File: config.mk
export PLATFORM = sky130hd
export DESIGN_NAME = bft_ctrl
export DESIGN_NICKNAME = d
export VERILOG_FILES = /design/src/rtl/core/bft_pkg.sv /design/src/rtl/core/bft_ctrl.sv
export SDC_FILE = /design/constraint.sdc
export NUM_CORES = 1
export LEC_CHECK = 0
export BUFFER_PORTS_ARGS = -buffer_cell sky130_fd_sc_hd__buf_2
export CAP_MARGIN = 40
export CORE_AREA = 4 4 41 43
export CTS_CLUSTER_DIAMETER = 40
export DETAILED_ROUTE_END_ITERATION = 16
export DIE_AREA = 0 0 45 47
export MAX_ROUTING_LAYER = met4
export SYNTH_ARGS = -nofsm -noshare
export SYNTH_HDL_FRONTEND = slang
export SYNTH_SLANG_ARGS = --single-unit
File: constraint.sdc
create_clock -name aclk -period 1.85 [get_ports aclk]
set_input_delay 0.185 -clock aclk [delete_from_list [all_inputs] [get_ports aclk]]
set_output_delay 0.185 -clock aclk [all_outputs]
set_load 0.03 [all_outputs]
File: src/rtl/core/bft_pkg.sv
package bft_pkg;

    // Result codes carried on the result channel's tuser.
    typedef enum logic [1:0] {
        FLOW_FOUND = 2'd0,
        FLOW_NEW   = 2'd1,
        FLOW_FULL  = 2'd2,
        FLOW_SWEEP = 2'd3
    } flow_status_t;

    localparam int TUPLE_W = 96;
    localparam int TIME_W  = 32;
    localparam int TMO_W   = 16;
    localparam int SLOT_W  = 6;
    localparam int COUNT_W = 7;

    localparam logic [TMO_W-1:0] TIMEOUT_RESET = 16'd300;

    // Commands from the controller to the datapath.
    typedef struct packed {
        logic         capture;
        logic         ptr_clear;
        logic         rd_go;
        logic         scan_en;
        logic         sweep_en;
        logic         sweep_commit;
        logic         append_wr;
        logic         res_set;
        flow_status_t res_status;
        logic         out_load;
    } bft_cmd_t;

    // Status from the datapath to the controller.
    typedef struct packed {
        logic item_sweep;
        logic hit;
        logic scan_done;
        logic table_full;
        logic out_free;
    } bft_stat_t;

endpackage

File: src/rtl/core/bft_ctrl.sv
module bft_ctrl
    import bft_pkg::*;
(
    input  logic      aclk,
    input  logic      aresetn,
    input  logic      in_valid,
    input  logic      in_sweep,
    output logic      in_ready,
    input  bft_stat_t stat,
    output bft_cmd_t  cmd
);

    typedef enum logic [4:0] {
        S_IDLE   = 5'b00001,
        S_SCAN   = 5'b00010,
        S_SWEEP  = 5'b00100,
        S_APPEND = 5'b01000,
        S_REPORT = 5'b10000
    } state_t;

    state_t state_reg, state_next;

    assign in_ready = (state_reg == S_IDLE);

    // Per item: scan (lookups), optional sweep and append, report.
    always_comb begin
        state_next = state_reg;
        cmd        = '0;
        cmd.res_status = FLOW_FOUND;
        case (state_reg)
            S_IDLE: begin
                if (in_valid) begin
                    cmd.capture   = 1'b1;
                    cmd.ptr_clear = 1'b1;
                    state_next    = in_sweep ? S_SWEEP : S_SCAN;
                end
            end
            S_SCAN: begin
                cmd.scan_en = 1'b1;
                cmd.rd_go   = 1'b1;
                if (stat.hit) begin
                    cmd.res_set    = 1'b1;
                    cmd.res_status = FLOW_FOUND;
                    state_next     = S_REPORT;
                end else if (stat.scan_done) begin
                    if (stat.table_full) begin
                        cmd.ptr_clear = 1'b1;
                        state_next    = S_SWEEP;
                    end else begin
                        state_next = S_APPEND;
                    end
                end
            end
            S_SWEEP: begin
                cmd.sweep_en = 1'b1;
                cmd.rd_go    = 1'b1;
                if (stat.scan_done) begin
                    cmd.sweep_commit = 1'b1;
                    if (stat.item_sweep) begin
                        cmd.res_set    = 1'b1;
                        cmd.res_status = FLOW_SWEEP;
                        state_next     = S_REPORT;
                    end else begin
                        state_next = S_APPEND;
                    end
                end
            end
            S_APPEND: begin
                cmd.res_set = 1'b1;
                if (stat.table_full) begin
                    cmd.res_status = FLOW_FULL;
                end else begin
                    cmd.append_wr  = 1'b1;
                    cmd.res_status = FLOW_NEW;
                end
                state_next = S_REPORT;
            end
            S_REPORT: begin
                if (stat.out_free) begin
                    cmd.out_load = 1'b1;
                    state_next   = S_IDLE;
                end
            end
            default: begin
                state_next = S_IDLE;
            end
        endcase
    end

    always_ff @(posedge aclk) begin
        if (!aresetn) begin
            state_reg <= S_IDLE;
        end else begin
            state_reg <= state_next;
        end
    end

endmodule
==> flow_summary.json <==
{
  "multiInputGateArea_um2": 345,
  "clk_path_buf_depth": 2,
  "crit_path_start_kind": "flip-flop",
  "vias": 487,
  "path_cells": "or3_4 > nor3b_4 > and2_4 > a21o_4 > buf_6",
  "cellLeakagePower_nw": 0.311,
  "outcome": "complete, no violations",
  "wl_per_cell_um": 12.3,
  "clk_pin_slew_worst_paths_ps": 50,
  "worst-path-buf-inv": 1,
  "fmax_mhz": 569,
  "ys_async_sr_fraction_pct": 0,
  "largest_reg_flops": 5,
  "via_per_inst": 5.13,
  "synth.cell_area_um2": 407,
  "finClkSkew_ps": 4.11,
  "rows": 13,
  "placed_area_um2": 577,
  "first_pass_iters": 3,
  "ys_seq_area_share_pct": 24.6,
  "dpl.hpwl_um": 922,
  "drive_gt1_share_pct": 47.5,
  "cp_top_family": "simple AND/OR/NAND/NOR gates",
  "critPathMaxStageDelay_ps": 400,
  "final_cell_area_um2": 639,
  "syn_area_per_cell_um2": 7.82,
  "area_growth_pct": 57.2,
  "dominantRegCellSynth": "dfxtp_1",
  "num_io_pins": 21,
  "final.period_utilization_pct": 95.0,
  "overflow": 0,
  "grt_max_degree": 10,
  "drc_errors": 0,
  "routed_wl_um": 1170,
  "cts_setup_buffers": 0,
  "regArea_um2": 105,
  "fin_crit_ps": 1760,
  "synth_edf_count": 0,
  "finalHoldViolations": 0,
  "timing.rr.start": "state_reg[3]",
  "cts_tree": "done",
  "yosysWarnings": 0,
  "critical_path_required_ps": 1660,
  "ant_nets": 0,
  "root_buffer": "clkbuf_4",
  "grtUsageTotal_pct": 12.7,
  "drv_slew": 0,
  "relSlewSlack_pct": 80.6,
  "drt-initial-drc-count": 2,
  "crit_start": "state_reg[1]",
  "tightest_slew_ps": 288,
  "start_util_pct": 31.3,
  "synthCells": 52,
  "dieArea_um2": 2120,
  "cp_slowest_cell": "or3_4",
  "die_h_um": 47,
  "fill_cells": 141,
  "h-tree-depth": 1,
  "cts.sinks": 5,
  "rsz0062_at_grt": "no",
  "hold_buffers": 0,
  "first_global_vias": 424,
  "dieWidth_um": 45,
  "antennaDiodeCount": 0,
  "hold_start": "aresetn",
  "hold_path.class": "input pin to flip-flop",
  "clk_latency_ps": 240,
  "p_per_area_nw_per_um2": 1350,
  "yosysUniqueCellTypes": 29,
  "crit_type": "flip-flop to primary output",
  "endpoint_kind": "primary output",
  "max-vdd-ir-drop_v": 0.000600,
  "arrival_ps": 1570,
  "syn_nets": 61,
  "cap_viol_max_count": 0,
  "tns_ps": 0,
  "numCtsBuffers": 3,
  "setup_viol": 0,
  "synth_seq_cells": 5,
  "path_max_fanout": 9,
  "core_area_um2": 1300,
  "layout.nets": 90,
  "antenna_found_initial": 0,
  "port_buffers": 20,
  "grt_pass1_wl_um": 1880,
  "place.gp.congestion": 0.793
}
[cell usage after synthesis (2+ instances only)]
| cell | count | share of area, % |
|---|---|---|
| nor2_1 | 5 | 4.6 |
| nand2_1 | 4 | 3.7 |
| nand3b_1 | 2 | 3.7 |
| o21ai_0 | 4 | 4.9 |
| nor3_1 | 3 | 3.7 |
| inv_1 | 2 | 1.8 |
| or3_1 | 2 | 3.1 |
| mux2i_1 | 2 | 4.9 |
| nor3b_1 | 3 | 5.5 |
| dfxtp_1 | 5 | 25 |
| nand3_1 | 2 | 2.5 |
[path summary, 6_finish.rpt]
check | endpoint | slack [ps] | cells past startpoint
setup / recovery | cmd[9] | 90 | 5
hold / removal | state_reg[0] | 200 | 2
setup reg to reg | state_reg[1] | 160 | 5
hold reg to reg | state_reg[1] | 510 | 2
[final cells by class]
class / count / share of cell area, %
multi-input combinational: 45 / 54.0
timing repair buffer: 24 / 21.3
sequential: 5 / 16.4
clock buffer: 4 / 4.11
tap: 15 / 2.94
inverter: 2 / 1.17
[metal layers]
layer,vias to the layer above,wire (um),track usage (%)
met4,0,0,3.51
li1,253,-,-
met3,0,114,4.60
met2,19,525,18.6
met5,-,0,-
met1,215,531,16.4
[stage by stage]
step                cells  util (%)  power [mW]  setup slack [ps]  hold WS (ps)
finish                 95      49.1       0.865              91.6           198
global placement       91      44.3       0.694               150           434
detailed placement     91      44.3       0.696               142           449
floorplan              52         -       0.535              59.4           263
global route           95      49.1       0.931              8.85           203
CTS                    95      47.2       0.842              3.97           194
[power breakdown]
| part | total [mW] | internal (mW) | switching [mW] |
|---|---|---|---|
| Sequential | 0.172 | 0.139 | 0.0329 |
| Clock | 0.127 | 0.0816 | 0.0450 |
| Combinational | 0.566 | 0.268 | 0.298 |
| Total | 0.865 | 0.488 | 0.376 |
[cell usage in the layout (no fill, tap or decap), types with 2 or more instances in the layout]
cell	n
dfxtp_1	3
clkbuf_4	3
nand3b_1	2
nand2_1	4
inv_1	2
o21ai_0	4
nor2_1	5
buf_4	4
mux2i_1	2
nor3b_1	2
nand3_1	2
buf_2	19
nor3_1	2
[cell families (layout without fill, tap and decap cells)]
kind of cell	Yosys count	in the layout	share of synthesized area (%)
flops	5	5	24.6
simple gates	34	34	54.5
buf+inv	2	30	1.85
compound gates	9	9	14.2
mux	2	2	4.92
[worst register-to-register path, cell delays in order (launching register included)]
cell and delay (ps):
dfxtp_1 300, buf_4 150, or4_1 500, nor3b_1 280, nand3b_4 220, mux2i_1 170
[what timing repair did]
item                                    4_1_cts  5_1_grt
endpoints found under the setup margin        1        5
pin swaps                                     0        2
gates resized for setup                       2        8
Power figures use the tool's default switching activity.
